===== src/rtl/core/cansfd_pkg.sv =====
// ----------------------------------------------------------------------------
// CAN signal field decoder package
// Shared types and fixed widths for the rule table, the field extractor,
// the shared multiply-accumulate unit and the scan sequencer.
// ----------------------------------------------------------------------------
package cansfd_pkg;

  // Fixed field widths of the item interface.
  localparam int unsigned FrameIdW   = 29;
  localparam int unsigned SlotFieldW = 5;
  localparam int unsigned PayloadW   = 64;
  localparam int unsigned ScaleW     = 32;
  localparam int unsigned ValueW     = 64;
  localparam int unsigned ByteW      = 8;
  localparam int unsigned MaxBytes   = 8;

  // Width of the exact product-plus-offset before saturation.
  localparam int unsigned AccW  = 96;
  // Width of one signed partial product (33 by 33 bits).
  localparam int unsigned ProdW = 66;

  // Item modes.
  localparam logic ModeLoad   = 1'b0;
  localparam logic ModeDecode = 1'b1;

  // One signal rule as it is held in the table.
  typedef struct packed {
    logic [FrameIdW-1:0] frame_id;
    logic                is_bit_field;
    logic                big_endian;
    logic [2:0]          first_byte;
    logic [3:0]          end_byte;
    logic [2:0]          first_bit;
    logic [3:0]          bit_count;
    logic [ScaleW-1:0]   gain;
    logic [ScaleW-1:0]   bias;
  } rule_t;

  // Operation of the shared multiply-accumulate unit.
  typedef enum logic [1:0] {
    MAC_HOLD,
    MAC_LO,
    MAC_HI
  } mac_op_e;

  // Scan sequencer states.
  typedef enum logic [2:0] {
    SEQ_IDLE,
    SEQ_FETCH,
    SEQ_MATCH,
    SEQ_MUL_LO,
    SEQ_MUL_HI,
    SEQ_SUM,
    SEQ_FLUSH
  } seq_state_e;

endpackage


===== src/rtl/core/cansfd_rule_table.sv =====
// ----------------------------------------------------------------------------
// Rule table
// Holds the signal rules in a memory with a registered read port, plus one
// valid flip-flop per slot that reset clears.
// ----------------------------------------------------------------------------
module cansfd_rule_table
  import cansfd_pkg::*;
#(
  parameter int unsigned RULE_SLOTS = 32
) (
  input  logic clk_i,
  input  logic rst_ni,
  input  logic we_i,
  input  logic [((RULE_SLOTS > 1) ? $clog2(RULE_SLOTS) : 1)-1:0] waddr_i,
  input  rule_t wdata_i,
  input  logic re_i,
  input  logic [((RULE_SLOTS > 1) ? $clog2(RULE_SLOTS) : 1)-1:0] raddr_i,
  output rule_t rdata_o,
  output logic valid_o
);

  localparam int unsigned SlotW = (RULE_SLOTS > 1) ? $clog2(RULE_SLOTS) : 1;

  rule_t                 mem_q [RULE_SLOTS];
  rule_t                 rdata_q;
  logic [RULE_SLOTS-1:0] valid_q;

  // A slot becomes valid on its first write and stays valid.
  always_ff @(posedge clk_i or negedge rst_ni) begin
    if (!rst_ni) begin
      valid_q <= '0;
    end else if (we_i) begin
      valid_q[waddr_i] <= 1'b1;
    end
  end

  // Rule storage: one write port, one registered read port.
  always_ff @(posedge clk_i) begin
    if (we_i) begin
      mem_q[waddr_i] <= wdata_i;
    end
    if (re_i) begin
      rdata_q <= mem_q[raddr_i];
    end
  end

  assign rdata_o = rdata_q;
  assign valid_o = valid_q[raddr_i[SlotW-1:0]];

endmodule


===== config.mk =====
export PLATFORM = sky130hd
export DESIGN_NAME = cansfd_rule_table
export DESIGN_NICKNAME = d
export VERILOG_FILES = /design/src/rtl/core/cansfd_pkg.sv /design/src/rtl/core/cansfd_rule_table.sv
export SDC_FILE = /design/constraint.sdc
export NUM_CORES = 2
export LEC_CHECK = 0
export BUFFER_PORTS_ARGS = -buffer_cell sky130_fd_sc_hd__buf_4
export CAP_MARGIN = 30
export CORE_ASPECT_RATIO = 1.4
export CORE_MARGIN = 1
export CORE_UTILIZATION = 62
export CTS_CLUSTER_DIAMETER = 40
export DETAILED_ROUTE_END_ITERATION = 10
export PLACE_DENSITY_LB_ADDON = 0.15
export SLEW_MARGIN = 0
export SYNTH_ARGS = -nofsm -noshare
export SYNTH_HDL_FRONTEND = slang
export SYNTH_SLANG_ARGS = --single-unit

===== constraint.sdc =====
create_clock -name clk_i -period 2.45 [get_ports clk_i]
set_input_delay 0.3675 -clock clk_i [delete_from_list [all_inputs] [get_ports clk_i]]
set_output_delay 0.3675 -clock clk_i [all_outputs]
set_load 0.02 [all_outputs]

==> impl_metrics.env <==
export IMPL_syn_nets=5611
export IMPL_status="complete, but fails checks"
export IMPL_grt_ovfl_total=0
export IMPL_yosysSeqAreaShare_pct=80.9
export IMPL_grt_pass1_wl_um=504000
export IMPL_skew_ns=0.0309
export IMPL_root_buffer="clkbuf_16"
export IMPL_crit_fanout=2
export IMPL_worstMarginPinSlew_ns=0.804
export IMPL_violations="setup timing"
export IMPL_crit_arrival_ns=2.26
export IMPL_slew_headroom_pct=45.9
export IMPL_leakagePower_uw=0.0504
export IMPL_power_density_nw_per_um2=824
export IMPL_critPathLaunchType="register"
export IMPL_rows=201
export IMPL_p_switching_uw=27700
export IMPL_ir_drop_mv=0.656
export IMPL_worstSkewPairLatency_ns=0.90
export IMPL_r2r_slack_ns=0.70
export IMPL_hold_viol=0
export IMPL_numCtsBuffers=355
export IMPL_cts_tree="yes"
export IMPL_die_h_um=553
export IMPL_start_util_pct=62.6
export IMPL_syn2layout_area_growth_pct=17.9
export IMPL_yosysUniqueCellTypes=33
export IMPL_p_int_uw=103000
export IMPL_ys_flop_type="edfxtp_1"
export IMPL_antenna_found_initial=18
export IMPL_min_period_ns=2.63
export IMPL_coreArea_um2=215000
export IMPL_grt_max_degree=59
export IMPL_fin_crit_sh_pct=107
export IMPL_drtIter0Drc=9258
export IMPL_synth_seq_cells=3629
export IMPL_synth_cells=5488
export IMPL_drive_above_1_share_pct=33.7
export IMPL_viasPerCell=7.01
export IMPL_synth_top_area_share_pct=80.3
export IMPL_cts_clk_slew_worst_paths_ns=0.06
export IMPL_rr_worst_depth=6
export IMPL_cts_htree_levels=5
export IMPL_power_total_uw=131000
export IMPL_die_area_um2=219000
export IMPL_worstHoldPathType="input port to asynchronous set/reset pin"
export IMPL_clockPowerShare_pct=41.4
export IMPL_grt_pass1_vias=68000
export IMPL_yosysWarnings=0
export IMPL_setup_slack_ns=-0.182
export IMPL_slew_viol_final=0
export IMPL_die_w_um=396
export IMPL_synth_edf_count=3597
export IMPL_critPathCaptureType="output pin"
export IMPL_synth_common_cells="edfxtp_1, mux4_2, o22ai_1"
export IMPL_max_freq_mhz=380
export IMPL_finalSetupTns_ns=-0.182
export IMPL_track_usage_pct=33.1
export IMPL_syn_cell_area_um2=134000
export IMPL_ys_async_sr_fraction_pct=0.882
export IMPL_ios=233
export IMPL_power_frac_seq_pct=53.4
export IMPL_gp_congestion=0.816
export IMPL_io_buffer_count=232
export IMPL_clockBufferDepth=4
export IMPL_dp_hpwl_um=204000
export IMPL_design_final_nets=6550
export IMPL_max_cap_viol_count=0
export IMPL_synth_most_common_cell="edfxtp_1"
export IMPL_wl_um=358000
export IMPL_yosysTopAreaCell="edfxtp_1"
export IMPL_synth_area_leaders="edfxtp_1, mux4_2, o22ai_1, dfrtp_1, nor4_1"
export IMPL_routedWlPerCell_um=37.4
export IMPL_path_class="register to output pin"
export IMPL_rsz0062_at_grt="yes"
export IMPL_setup_viol=1
export IMPL_vias=67100
export IMPL_hold_ws_ns=0.124
export IMPL_switching_share_pct=21.2
export IMPL_pwr_share_comb_pct=5.2
export IMPL_crit_required_ns=2.08
export IMPL_ant_nets=0
export IMPL_fillerInstances=11500
export IMPL_drc=0
export IMPL_cts_sinks=3629
export IMPL_drtPass1Iterations=6
export IMPL_syn_area_per_cell_um2=24.5
-- timing repair --
action                                  4_1_cts  5_1_grt
hold buffers                                111        0
setup buffers                                 1        2
resized for setup                             7        2
hold endpoints to repair                   3525        0
pin swaps                                     2        3
endpoints found under the setup margin        1        1
-- cells by family after synthesis --
group / count (synthesis) / synth area share (%)
flip-flops: 3629 / 80.9
multiplexers: 887 / 14.7
AO/OA/AOI/OAI: 449 / 2.11
buffers and inverters: 299 / 1.29
AND/OR/NAND/NOR: 224 / 0.984
-- power groups by stage --
stage	Clock [µW]	Sequential, µW	Combinational [µW]
final	54000	69700	6780
after CTS	54400	69700	6770
after global routing	56700	69800	7090
after global placement	0	71000	6380
after detailed placement	0	71000	6520
after floorplan	0	71100	3220
-- state kept, by name, indices dropped and copies added (netlist names) --
name and flops:
mem_q 3488, rdata_o 109, valid_q 32
-- routing by layer --
metal / global-route usage (%) / wire length (µm) / vias up
met2: 53.7 / 179000 / 4691
li1: - / - / 26000
met4: 9.98 / 11600 / 12
met5: 0 / 71 / -
met1: 47.2 / 127000 / 35700
met3: 5.55 / 40700 / 695
-- final timing paths --
check	start	end
max in group asynchronous	rst_ni	valid_q[2]$_DFFE_PN0P_
min in group clk_i	raddr_i[4]	rdata_o[106]$_DFFE_PP_
worst min register to register	valid_q[15]$_DFFE_PN0P_	valid_q[15]$_DFFE_PN0P_
worst max-delay path	valid_q[26]$_DFFE_PN0P_	valid_o
worst max register to register	mem_q[21][107]$_DFFE_PP_	rdata_o[107]$_DFFE_PP_
worst min-delay path	rst_ni	valid_q[18]$_DFFE_PN0P_
-- cell usage in the layout (no fill, tap or decap), types with 50 or more instances in the layout --
master	instances
edfxtp_1	3597
mux4_2	870
buf_4	492
o22ai_1	429
clkbuf_16	362
buf_12	267
dlygate4sd3_1	111
nor4_1	101
clkinv_1	63
clkbuf_1	54
clkinv_2	50
-- area by class of cell --
cell class / instances / area (µm²) / area share (%)
Antenna cell: 9 / 22.5 / 0.0142
Inverter: 6 / 22.5 / 0.0142
Sequential cell: 3629 / 109000 / 68.6
Clock buffer: 420 / 9320 / 5.88
Clock inverter: 228 / 2200 / 1.39
Tap cell: 2842 / 3560 / 2.24
Multi-Input combinational cell: 1560 / 24300 / 15.4
Timing Repair Buffer: 875 / 10200 / 6.46
-- stage by stage --
step                      utilization [%]  setup slack, ns  cell area, µm²  std cells
after floorplan                         -           -0.746          135000       5488
after global routing                 73.8           -0.198          158000       9561
after global placement               67.9           -0.620          146000       8799
after detailed placement             67.9           -0.111          146000       8800
final                                73.8           -0.182          159000       9569
after CTS                            73.8           -0.293          158000       9559
-- worst max-delay path, stage by stage, from the launching register on --
cell     delay, ns
dfrtp_1       0.37
mux4_2        0.26
o22ai_2       0.08
nor4_4        0.52
buf_6         0.19
Power figures use the tool's default switching activity.
