--- config.mk ---
export PLATFORM = sky130hd
export DESIGN_NAME = cansfd_mac
export DESIGN_NICKNAME = d
export VERILOG_FILES = /design/src/rtl/core/cansfd_pkg.sv /design/src/rtl/core/cansfd_mac.sv
export SDC_FILE = /design/constraint.sdc
export NUM_CORES = 2
export LEC_CHECK = 0
export BUFFER_PORTS_ARGS = -buffer_cell sky130_fd_sc_hd__buf_2
export CAP_MARGIN = 20
export CORE_ASPECT_RATIO = 0.7
export CORE_MARGIN = 2
export CORE_UTILIZATION = 40
export CTS_CLUSTER_SIZE = 28
export DETAILED_ROUTE_END_ITERATION = 10
export GPL_TIMING_DRIVEN = 0
export PLACE_DENSITY_LB_ADDON = 0.25
export SYNTH_ARGS = -nofsm -noshare
export SYNTH_HDL_FRONTEND = slang
export SYNTH_SLANG_ARGS = --single-unit
--- constraint.sdc ---
create_clock -name clk_i -period 13.85 [get_ports clk_i]
set_clock_uncertainty 0.15 [all_clocks]
set_input_delay 1.385 -clock clk_i [delete_from_list [all_inputs] [get_ports clk_i]]
set_output_delay 1.385 -clock clk_i [all_outputs]
set_load 0.05 [all_outputs]
--- src/rtl/core/cansfd_pkg.sv ---
// ----------------------------------------------------------------------------
// CAN signal field decoder package
// Shared types and fixed widths for the rule table, the field extractor,
// the shared multiply-accumulate unit and the scan sequencer.
// ----------------------------------------------------------------------------
package cansfd_pkg;

  // Fixed field widths of the item interface.
  localparam int unsigned FrameIdW   = 29;
  localparam int unsigned SlotFieldW = 5;
  localparam int unsigned PayloadW   = 64;
  localparam int unsigned ScaleW     = 32;
  localparam int unsigned ValueW     = 64;
  localparam int unsigned ByteW      = 8;
  localparam int unsigned MaxBytes   = 8;

  // Width of the exact product-plus-offset before saturation.
  localparam int unsigned AccW  = 96;
  // Width of one signed partial product (33 by 33 bits).
  localparam int unsigned ProdW = 66;

  // Item modes.
  localparam logic ModeLoad   = 1'b0;
  localparam logic ModeDecode = 1'b1;

  // One signal rule as it is held in the table.
  typedef struct packed {
    logic [FrameIdW-1:0] frame_id;
    logic                is_bit_field;
    logic                big_endian;
    logic [2:0]          first_byte;
    logic [3:0]          end_byte;
    logic [2:0]          first_bit;
    logic [3:0]          bit_count;
    logic [ScaleW-1:0]   gain;
    logic [ScaleW-1:0]   bias;
  } rule_t;

  // Operation of the shared multiply-accumulate unit.
  typedef enum logic [1:0] {
    MAC_HOLD,
    MAC_LO,
    MAC_HI
  } mac_op_e;

  // Scan sequencer states.
  typedef enum logic [2:0] {
    SEQ_IDLE,
    SEQ_FETCH,
    SEQ_MATCH,
    SEQ_MUL_LO,
    SEQ_MUL_HI,
    SEQ_SUM,
    SEQ_FLUSH
  } seq_state_e;

endpackage

--- src/rtl/core/cansfd_mac.sv ---
// ----------------------------------------------------------------------------
// Shared multiply-accumulate unit
// Forms gain * raw + bias exactly with one 33 by 33 bit signed multiplier
// used twice, then saturates the sum to a signed 64-bit value.
// ----------------------------------------------------------------------------
module cansfd_mac
  import cansfd_pkg::*;
(
  input  logic              clk_i,
  input  mac_op_e           op_i,
  input  logic [ValueW-1:0] raw_i,
  input  logic [ScaleW-1:0] gain_i,
  input  logic [ScaleW-1:0] bias_i,
  output logic [ValueW-1:0] result_o
);

  logic signed [ScaleW:0]  mul_a;
  logic signed [ScaleW:0]  mul_b;
  logic signed [ProdW-1:0] mul_p;
  logic signed [ProdW-1:0] prod_q;
  logic signed [AccW-1:0]  acc_q;
  logic signed [AccW-1:0]  sum;
  logic                    fits;

  // Low pass takes the unsigned low word, high pass the signed high word.
  always_comb begin
    mul_a = (op_i == MAC_HI) ? $signed({raw_i[ValueW-1], raw_i[ValueW-1:ScaleW]})
                             : $signed({1'b0, raw_i[ScaleW-1:0]});
    mul_b = $signed({gain_i[ScaleW-1], gain_i});
    mul_p = mul_a * mul_b;
  end

  // Partial product register and accumulator of low product plus bias.
  always_ff @(posedge clk_i) begin
    case (op_i)
      MAC_LO: begin
        prod_q <= mul_p;
      end
      MAC_HI: begin
        prod_q <= mul_p;
        acc_q  <= AccW'(prod_q) + AccW'($signed(bias_i));
      end
      default: begin
        prod_q <= prod_q;
      end
    endcase
  end

  // Add the high product weighted by 2^32 and clamp to the signed range.
  always_comb begin
    sum  = acc_q + (AccW'(prod_q) <<< ScaleW);
    fits = (sum[AccW-1:ValueW-1] == '0) || (sum[AccW-1:ValueW-1] == '1);
    if (fits) begin
      result_o = sum[ValueW-1:0];
    end else if (sum[AccW-1]) begin
      result_o = {1'b1, {(ValueW-1){1'b0}}};
    end else begin
      result_o = {1'b0, {(ValueW-1){1'b1}}};
    end
  end

endmodule

==> impl_metrics.toml <==
[setup_path]
crit_required_ns = 13.89
cp_num_cells = 30
crit_arrival_ns = 13.41
critPathMostFrequentCell = "fa_1"
worst-path-buf-inv = 6
path_delay_family = "adder cells"
crit_slowest_cell = "clkbuf_1"
cp-end-kind = "flip-flop"
critical-path-max-stage-delay_ns = 0.90
rr_worst_depth = 17
cp_max_fo = 15
path_class = "primary input to flip-flop"
start_kind = "primary input"

[yosys]
netlist_area_sq_um = 49300
syn_area_per_cell_sq_um = 9.25
ys_warn_count = 0
ys_seq_area_share_pct = 7.98
syn_inst = 5330
synth-edff-count = 131
synth_flop_cell = "edfxtp_1"
synth-seq-cells = 131
synthArstFlopShare_pct = 0
synth_cell_types = 89
synth_nets = 6890

[drt]
routed_wl_um = 185000
vias_per_cell = 5.49
ant_nets = 0
wire_per_inst_um = 25.7
drc = 0
drt-initial-drc-count = 4063
vias = 39569
dr.pass1.iters = 6

[cells_and_area]
syn2layout_area_growth_pct = 7.78
fillers = 12070
fin_nets = 7116
stdcell_area_sq_um = 53200
fin_util_pct = 43.6
layout-drive-gt1-share_pct = 6.05

[min_path]
hold_path_depth = 2
hp-class = "flip-flop to flip-flop"

[global_routing]
grt_pass1_vias = 40038
overflow = 0
grt_pass1_wl_um = 273000
grt_max_degree = 57
grt.total_usage_pct = 29.8
antenna_found_initial = 23

[die]
die_y_um = 298
die_area_sq_um = 126000
row_count = 107
die_w_um = 424
ios = 195
start_util_pct = 40.4
core_sq_um = 122000

[clock_tree]
cts_repair_resize_count = 0
hold_buffers = 0
clock_latency_ns = 0.46
htreeDepth = 4
path_clk_slew_ns = 0.06
tritoncts = "yes"
post-cts-setup-buffer-count = 0
numCtsBuffers = 17
cts_buffer_depth = 2
clkSinkCount = 131
cts_root_buffer = "clkbuf_16"

[job]
max_cap_viol_count = 0

[placed_design]
place.gp.congestion = 1.05
numPortBuffers = 194
hpwlAfterDp_um = 159000
dpl_cell_area_sq_um = 52500
dp_slack_ns = -0.0186

[sta]
setup_tns_ns = 0
fin_crit_sh_pct = 96.6
slew_headroom_pct = 14.5
worstMarginPinSlew_ns = 1.28
setup_ws_ns = 0.477
max_freq_ghz = 0.0748
rsz0062_at_grt = "no"
finalCriticalPeriod_ns = 13.37
setup_violations = 0
finalHoldViolCount = 0
slew_violations = 0

[status]
status = "finished clean"
-- placed cells by master, fill, tap and decap left out, types with 110 or more instances in the layout --
master / n
a21o_1: 123
a21oi_1: 181
and2_1: 530
buf_2: 208
clkbuf_1: 239
edfxtp_1: 131
fa_1: 1114
ha_1: 314
inv_1: 1055
nand2_1: 632
nor2_1: 168
xnor2_1: 110
-- cell families (layout without fill, tap and decap cells) --
family	after synthesis	after routing	synth area share [%]
simple gates	1578	1578	15.9
mux	36	36	0.814
compound gates	657	657	8.70
flops	131	131	7.98
xor+xnor	182	182	3.25
buf+inv	1317	1556	10.1
fa+ha+maj	1429	1429	53.2
other cells	0	4	0
-- per-stage QoR --
step | hold WS (ns) | instances
after global placement | 0.548 | 7159
after floorplan | 0.394 | 5330
after CTS | 0.576 | 7198
final | 0.590 | 7208
after detailed placement | 0.558 | 7166
after global routing | 0.587 | 7204
-- worst min-delay path, cell delays in order (launching register included) --
cell and delay, ns:
edfxtp_1 0.33, ha_1 0.17, o21ai_0 0.08
-- flip-flops by register name, summed over array words and instances (netlist names) --
| name | cells |
|---|---|
| prod_q | 65 |
| acc_q | 66 |
-- layout make-up --
type	count	area, sq um	area share (%)
Clock inverter	15	158	0.297
Timing Repair Buffer	207	1180	2.22
Antenna cell	4	10.0	0.0188
Buffer	261	1040	1.96
Inverter	1056	3960	7.46
Multi-Input combinational cell	3882	40400	76.0
Sequential cell	131	3930	7.40
Clock buffer	17	425	0.800
Tap cell	1635	2050	3.85
-- synth_stat cells (all sizes together), types with 5 or more instances --
| cell type | instances | area share [%] |
|---|---|---|
| ha | 315 | 8.0 |
| and2 | 530 | 6.7 |
| a31oi | 17 | 0.22 |
| nor4 | 11 | 0.15 |
| o21a | 27 | 0.41 |
| xor2 | 71 | 1.3 |
| a21o | 127 | 2.0 |
| or3 | 8 | 0.10 |
| nand4 | 36 | 0.46 |
| nor2 | 168 | 1.3 |
| a211oi | 23 | 0.36 |
| nor3 | 33 | 0.33 |
| a2111oi | 8 | 0.18 |
| a41oi | 5 | 0.089 |
| o21ai | 142 | 1.4 |
| a221oi | 9 | 0.17 |
| mux2 | 33 | 0.75 |
| edfxtp | 131 | 8.0 |
| o211ai | 21 | 0.33 |
| nand2b | 25 | 0.32 |
| a21oi | 183 | 1.9 |
| o21bai | 27 | 0.41 |
| inv | 1056 | 8.0 |
| nand3 | 42 | 0.43 |
| buf | 21 | 0.28 |
| clkbuf | 240 | 1.8 |
| or4 | 5 | 0.084 |
| a21boi | 9 | 0.14 |
| o2111ai | 5 | 0.089 |
| nand2 | 632 | 4.8 |
| o31ai | 8 | 0.13 |
| xnor2 | 111 | 2.0 |
| fa | 1114 | 45 |
| or2 | 16 | 0.20 |
| a211o | 5 | 0.089 |
| nor3b | 8 | 0.13 |
| nor2b | 20 | 0.25 |
| and3 | 31 | 0.39 |
-- metal layers --
| layer | wire length [um] | track usage (%) |
|---|---|---|
| met2 | 73400 | 41.3 |
| met5 | 13 | 0 |
| met3 | 24600 | 9.72 |
| met1 | 80700 | 43.8 |
| met4 | 6570 | 8.91 |
-- final timing paths --
| kind | startpoint | end | slack, ns |
|---|---|---|---|
| setup reg to reg | prod_q[0] | acc_q[64] | 8.39 |
| hold / removal | prod_q[64] | acc_q[94] | 0.59 |
| hold reg to reg | prod_q[64] | acc_q[94] | 0.59 |
| setup / recovery | op_i[0] | prod_q[63] | 0.48 |
Power is not shown: default switching activity piles up to over one toggle a cycle in this logic, so the estimate is an artifact.
