**src/rtl/core/cansfd_pkg.sv**
```systemverilog
// ----------------------------------------------------------------------------
// CAN signal field decoder package
// Shared types and fixed widths for the rule table, the field extractor,
// the shared multiply-accumulate unit and the scan sequencer.
// ----------------------------------------------------------------------------
package cansfd_pkg;

  // Fixed field widths of the item interface.
  localparam int unsigned FrameIdW   = 29;
  localparam int unsigned SlotFieldW = 5;
  localparam int unsigned PayloadW   = 64;
  localparam int unsigned ScaleW     = 32;
  localparam int unsigned ValueW     = 64;
  localparam int unsigned ByteW      = 8;
  localparam int unsigned MaxBytes   = 8;

  // Width of the exact product-plus-offset before saturation.
  localparam int unsigned AccW  = 96;
  // Width of one signed partial product (33 by 33 bits).
  localparam int unsigned ProdW = 66;

  // Item modes.
  localparam logic ModeLoad   = 1'b0;
  localparam logic ModeDecode = 1'b1;

  // One signal rule as it is held in the table.
  typedef struct packed {
    logic [FrameIdW-1:0] frame_id;
    logic                is_bit_field;
    logic                big_endian;
    logic [2:0]          first_byte;
    logic [3:0]          end_byte;
    logic [2:0]          first_bit;
    logic [3:0]          bit_count;
    logic [ScaleW-1:0]   gain;
    logic [ScaleW-1:0]   bias;
  } rule_t;

  // Operation of the shared multiply-accumulate unit.
  typedef enum logic [1:0] {
    MAC_HOLD,
    MAC_LO,
    MAC_HI
  } mac_op_e;

  // Scan sequencer states.
  typedef enum logic [2:0] {
    SEQ_IDLE,
    SEQ_FETCH,
    SEQ_MATCH,
    SEQ_MUL_LO,
    SEQ_MUL_HI,
    SEQ_SUM,
    SEQ_FLUSH
  } seq_state_e;

endpackage

```
**src/rtl/core/cansfd_extract.sv**
```systemverilog
// ----------------------------------------------------------------------------
// Field extractor
// Pulls the raw value of one rule out of the frame data: a byte range in
// either byte order with sign extension, or an unsigned bit field.
// ----------------------------------------------------------------------------
module cansfd_extract
  import cansfd_pkg::*;
#(
  parameter int unsigned FRAME_BYTES = 8
) (
  input  rule_t               rule_i,
  input  logic [PayloadW-1:0] payload_i,
  output logic [ValueW-1:0]   raw_o
);

  logic [ByteW-1:0] frame_byte [MaxBytes];
  logic [ByteW-1:0] field_byte [MaxBytes];
  logic [3:0]       span;
  logic [3:0]       src;
  logic [3:0]       top_idx;
  logic             sign;
  logic [ByteW-1:0] bit_byte;
  logic [ByteW-1:0] bit_mask;

  // Frame bytes beyond the frame length read as zero.
  always_comb begin
    for (int k = 0; k < MaxBytes; k++) begin
      frame_byte[k] = (k < FRAME_BYTES) ? payload_i[ByteW*k +: ByteW] : '0;
    end
  end

  // Byte range assembly, then sign extension from the top byte of the range.
  always_comb begin
    span = (rule_i.end_byte > {1'b0, rule_i.first_byte}) ?
           (rule_i.end_byte - {1'b0, rule_i.first_byte}) : 4'd0;
    for (int k = 0; k < MaxBytes; k++) begin
      src = rule_i.big_endian ? (rule_i.end_byte - 4'd1 - 4'(k))
                              : ({1'b0, rule_i.first_byte} + 4'(k));
      if ((4'(k) < span) && (src < 4'(MaxBytes))) begin
        field_byte[k] = frame_byte[src[2:0]];
      end else begin
        field_byte[k] = '0;
      end
    end
    top_idx = span - 4'd1;
    sign    = (span != 4'd0) && (span < 4'(MaxBytes)) &&
              field_byte[top_idx[2:0]][ByteW-1];
    for (int k = 0; k < MaxBytes; k++) begin
      if (sign && (4'(k) >= span)) begin
        field_byte[k] = '1;
      end
    end
  end

  // Bit field within one byte, kept unsigned.
  always_comb begin
    bit_byte = frame_byte[rule_i.first_byte] >> rule_i.first_bit;
    bit_mask = 8'((9'd1 << rule_i.bit_count[2:0]) - 9'd1);
    if (rule_i.bit_count < 4'(ByteW)) begin
      bit_byte = bit_byte & bit_mask;
    end
  end

  // Select the result of the rule kind.
  always_comb begin
    if (rule_i.is_bit_field) begin
      raw_o = {{(ValueW-ByteW){1'b0}}, bit_byte};
    end else begin
      for (int k = 0; k < MaxBytes; k++) begin
        raw_o[ByteW*k +: ByteW] = field_byte[k];
      end
    end
  end

endmodule

```
**config.mk**
```make
export PLATFORM = sky130hd
export DESIGN_NAME = cansfd_extract
export DESIGN_NICKNAME = d
export VERILOG_FILES = /design/src/rtl/core/cansfd_pkg.sv /design/src/rtl/core/cansfd_extract.sv
export SDC_FILE = /design/constraint.sdc
export NUM_CORES = 1
export LEC_CHECK = 0
export BUFFER_PORTS_ARGS = -buffer_cell sky130_fd_sc_hd__buf_2
export CORE_ASPECT_RATIO = 0.75
export CORE_UTILIZATION = 30
export DETAILED_ROUTE_END_ITERATION = 10
export GPL_TIMING_DRIVEN = 0
export SLEW_MARGIN = 20
export SYNTH_ARGS = -nofsm -noshare
export SYNTH_HDL_FRONTEND = slang
export SYNTH_SLANG_ARGS = --single-unit
export TNS_END_PERCENT = 30
```
**constraint.sdc**
```tcl
create_clock -name vclk -period 4.6
set_clock_uncertainty 0.05 [all_clocks]
set_input_delay 0.69 -clock vclk [all_inputs]
set_output_delay 0.69 -clock vclk [all_outputs]
set_load 0.1 [all_outputs]
```
==> impl_metrics.py <==
metrics = {
    "run_status": {
        "status": "finished with violations",
        "violations_in_the_final_reports": "setup timing",
    },
    "route": {
        "post_drt_via_cell_ratio": 6.05,
        "drt_drc_violations_left": 0,
        "drtIter0Drc": 412,
        "post_drt_wl_per_cell_um": 23.6,
        "first_pass_iters": 5,
        "via_count": 5623,
        "routed_wl_mm": 21.9,
        "detail-route-antenna-nets": 0,
    },
    "global_routing": {
        "first_global_vias": 5447,
        "grt_antenna_before_repair": 0,
        "grt_start_max_net_pins": 19,
        "global_route_wire_length_before_repair_mm": 32.9,
        "gr-total-overflow": 0,
        "gr-usage-all-layers_pct": 25.9,
    },
    "timing": {
        "final-max-slew-violation-count": 0,
        "fin_setup_tns_ns": -0.0513,
        "worst_case_setup_margin_in_the_final_layout_ns": -0.0306,
        "slew-limit-headroom_pct": 41.9,
        "timing.fmax_ghz": 0.216,
        "rsz0062_at_grt": "true",
        "report.final.setup_viol": 2,
        "max_slew.worst_pin.slew_ns": 0.872,
        "period_share_pct": 101,
        "hold_violations": 0,
        "final_period_demand_of_the_worst_path_ns": 4.63,
    },
    "setup_path": {
        "crit_top_cell": "sky130_fd_sc_hd__buf_12",
        "critical_path_launch_point_type": "input pin",
        "max_stage_delay_ns": 0.38,
        "crit_family": "compound AO/OA/AOI/OAI gates",
        "crit_path_max_fanout": 11,
        "critPathRequiredTime_ns": 3.86,
        "timing_worst_setup_path_type": "input pin to output pin",
        "arrival_time_of_data_at_the_critical_path_endpoint_ns": 3.89,
        "kind_of_end_point_of_the_critical_path": "output pin",
        "worstPathCellList": "clkbuf_4, clkbuf_16, clkinv_8, ha_4, nand2_2, a2111o_1, and2_4, a21boi_4, o41ai_2, and4bb_2, o2111ai_4, buf_4, buf_12, o31ai_4, buf_12",
        "crit_path_top_delay_cell": "sky130_fd_sc_hd__a2111o_1",
        "cp_num_buf_inv": 6,
    },
    "power_and_ir_drop": {
        "pwr-share-clk_pct": 0,
        "power.share.sequential_pct": 0,
        "power_leakage_nw": 3.21,
        "post_layout_total_power_mw": 2.29,
        "ir_drop_mv": 0.333,
        "net-switching-power_mw": 1.48,
        "p_sw_share_pct": 64.8,
        "power.internal_mw": 0.805,
        "p_per_area_nw_per_um2": 303,
        "share_comb_of_total_power_pct": 100.0,
    },
    "finish": {
        "final_layout_size_suffix_gt1_share_pct": 52.3,
        "final-seq-area_um2": 0,
        "fillCellCount": 1414,
        "layout_area_growth_over_synthesis_pct": 59.5,
        "design.seq.count": 0,
        "diodes": 0,
        "layout.cells.non_filler": 930,
        "n_clock_buffer": 0,
        "final_nets": 920,
    },
    "logic_synthesis": {
        "synth_top_cell_by_area": "sky130_fd_sc_hd__mux2i_1",
        "postSynthCellCount": 551,
        "netlist-cell-type-count": 64,
        "syn_nets": 744,
        "netlist_area_um2": 4740,
        "syn_avg_cell_area_um2": 8.60,
        "top_post_synthesis_cells_by_area": "sky130_fd_sc_hd__mux2i_1 25%, sky130_fd_sc_hd__mux4_2 23%, sky130_fd_sc_hd__ha_1 5.0%",
        "synth_top_area_share_pct": 24.7,
        "seq_area_frac_synth_pct": 0,
        "synth_warnings": 0,
    },
    "die": {
        "die_area_um2": 16300,
        "dieHeight_um": 111,
        "design.portCount": 237,
        "core_area_um2": 15300,
        "placementRows": 39,
        "initial_cell_density_of_the_core_pct": 30.9,
        "die-width_um": 147,
    },
    "clock_network": {
        "cts_hold_repair.buffers": 0,
    },
    "placed_design": {
        "dp_hpwl_mm": 17.2,
        "port_buffers": 140,
        "gpl.final_weighted_congestion": 0.946,
        "placed_cells": 896,
        "pre_cts_ws_ns": -1.51,
    },
    "min_path": {
        "hp-class": "input pin to output pin",
    },
    "flow_run": {
        "max_cap_viol_count": 0,
    },
}
## placed cells by master, fill, tap and decap left out, types with 10 or more instances in the layout
cell type,instances
sky130_fd_sc_hd__a211oi_1,10
sky130_fd_sc_hd__nor2_1,19
sky130_fd_sc_hd__mux2_2,10
sky130_fd_sc_hd__ha_1,12
sky130_fd_sc_hd__o22ai_2,15
sky130_fd_sc_hd__o21ai_2,12
sky130_fd_sc_hd__buf_4,35
sky130_fd_sc_hd__inv_1,14
sky130_fd_sc_hd__a21oi_1,19
sky130_fd_sc_hd__buf_12,28
sky130_fd_sc_hd__mux2i_1,116
sky130_fd_sc_hd__buf_2,90
sky130_fd_sc_hd__mux4_2,48
sky130_fd_sc_hd__o22ai_4,16
sky130_fd_sc_hd__nand2_1,56
sky130_fd_sc_hd__buf_6,37
sky130_fd_sc_hd__clkbuf_1,10
## stage by stage
step	util [%]	hold WS (ns)	instance area, um^2
final	49.3	1.96	7560
after global routing	49.3	1.98	7560
after floorplan	-	1.83	5350
after detailed placement	41.2	1.95	6310
after global placement	41.2	1.94	6310
after CTS	47.8	1.95	7330
## cell usage after synthesis, drive strengths merged, types with 9 or more instances
| cell type | instances |
|---|---|
| mux4 | 48 |
| o31ai | 10 |
| o21ba | 9 |
| nand2 | 59 |
| mux2 | 10 |
| clkbuf | 14 |
| xnor2 | 9 |
| o211ai | 9 |
| inv | 20 |
| ha | 19 |
| a21oi | 27 |
| buf | 32 |
| a211oi | 11 |
| o21ai | 23 |
| nor2 | 19 |
| mux2i | 118 |
| o22ai | 34 |
## per-layer routing
layer / vias to the layer above / track usage (%) / wire length, um / share of wire, %
li1: 2525 / - / - / -
met3: 22 / 5.47 / 2080 / 9.5
met1: 2781 / 36.9 / 9580 / 44
met5: - / 0 / 0 / 0
met2: 295 / 41.2 / 10000 / 46
met4: 0 / 2.27 / 249 / 1.1
## layout make-up
| cell class | instances | area, um^2 | share of cell area (%) |
|---|---|---|---|
| timing repair buffer | 179 | 1640 | 21.6 |
| buffer | 41 | 287 | 3.79 |
| tap | 205 | 256 | 3.39 |
| inverter | 21 | 105 | 1.39 |
| multi-input combinational | 484 | 5280 | 69.8 |
## tightest hold or removal path, delay by kind of cell
family                 cells  cell delay [ns]
buffers and inverters      2             0.45
AND/OR/NAND/NOR            1             0.12
AO/OA/AOI/OAI              1             0.06
## what timing repair did
| item | in CTS | in global routing |
|---|---|---|
| pin swaps | 26 | 27 |
| buffers inserted | 25 | 13 |
| endpoints found under the setup margin | 64 | 56 |
| gates resized for setup | 201 | 51 |
| gates cloned | 2 | 0 |
## path summary, 6_finish.rpt
kind                        from         to  slack [ns]  cells past startpoint
worst max-delay path  rule_i[77]  raw_o[17]       -0.03                     15
worst min-delay path  rule_i[67]   raw_o[7]        1.96                      4
## power by group through the flow
stage | registers [mW] | clock network (mW) | logic [mW]
2_1_floorplan | 0 | 0 | 1.52
3_3_place_gp | 0 | 0 | 1.86
3_5_place_dp | 0 | 0 | 1.88
4_1_cts | 0 | 0 | 2.18
5_1_grt | 0 | 0 | 2.37
6_report | 0 | 0 | 2.29
## logic make-up after synthesis
logic type,Yosys count,synth area share (%)
and+or+nand+nor,119,11.8
AOI/OAI and AO/OA,156,23.5
xor gates and xnor gates,13,2.72
buffers and inverters,67,6.20
muxes,176,50.4
adders and majority gates,20,5.44
(Power assumes the default switching activity.)
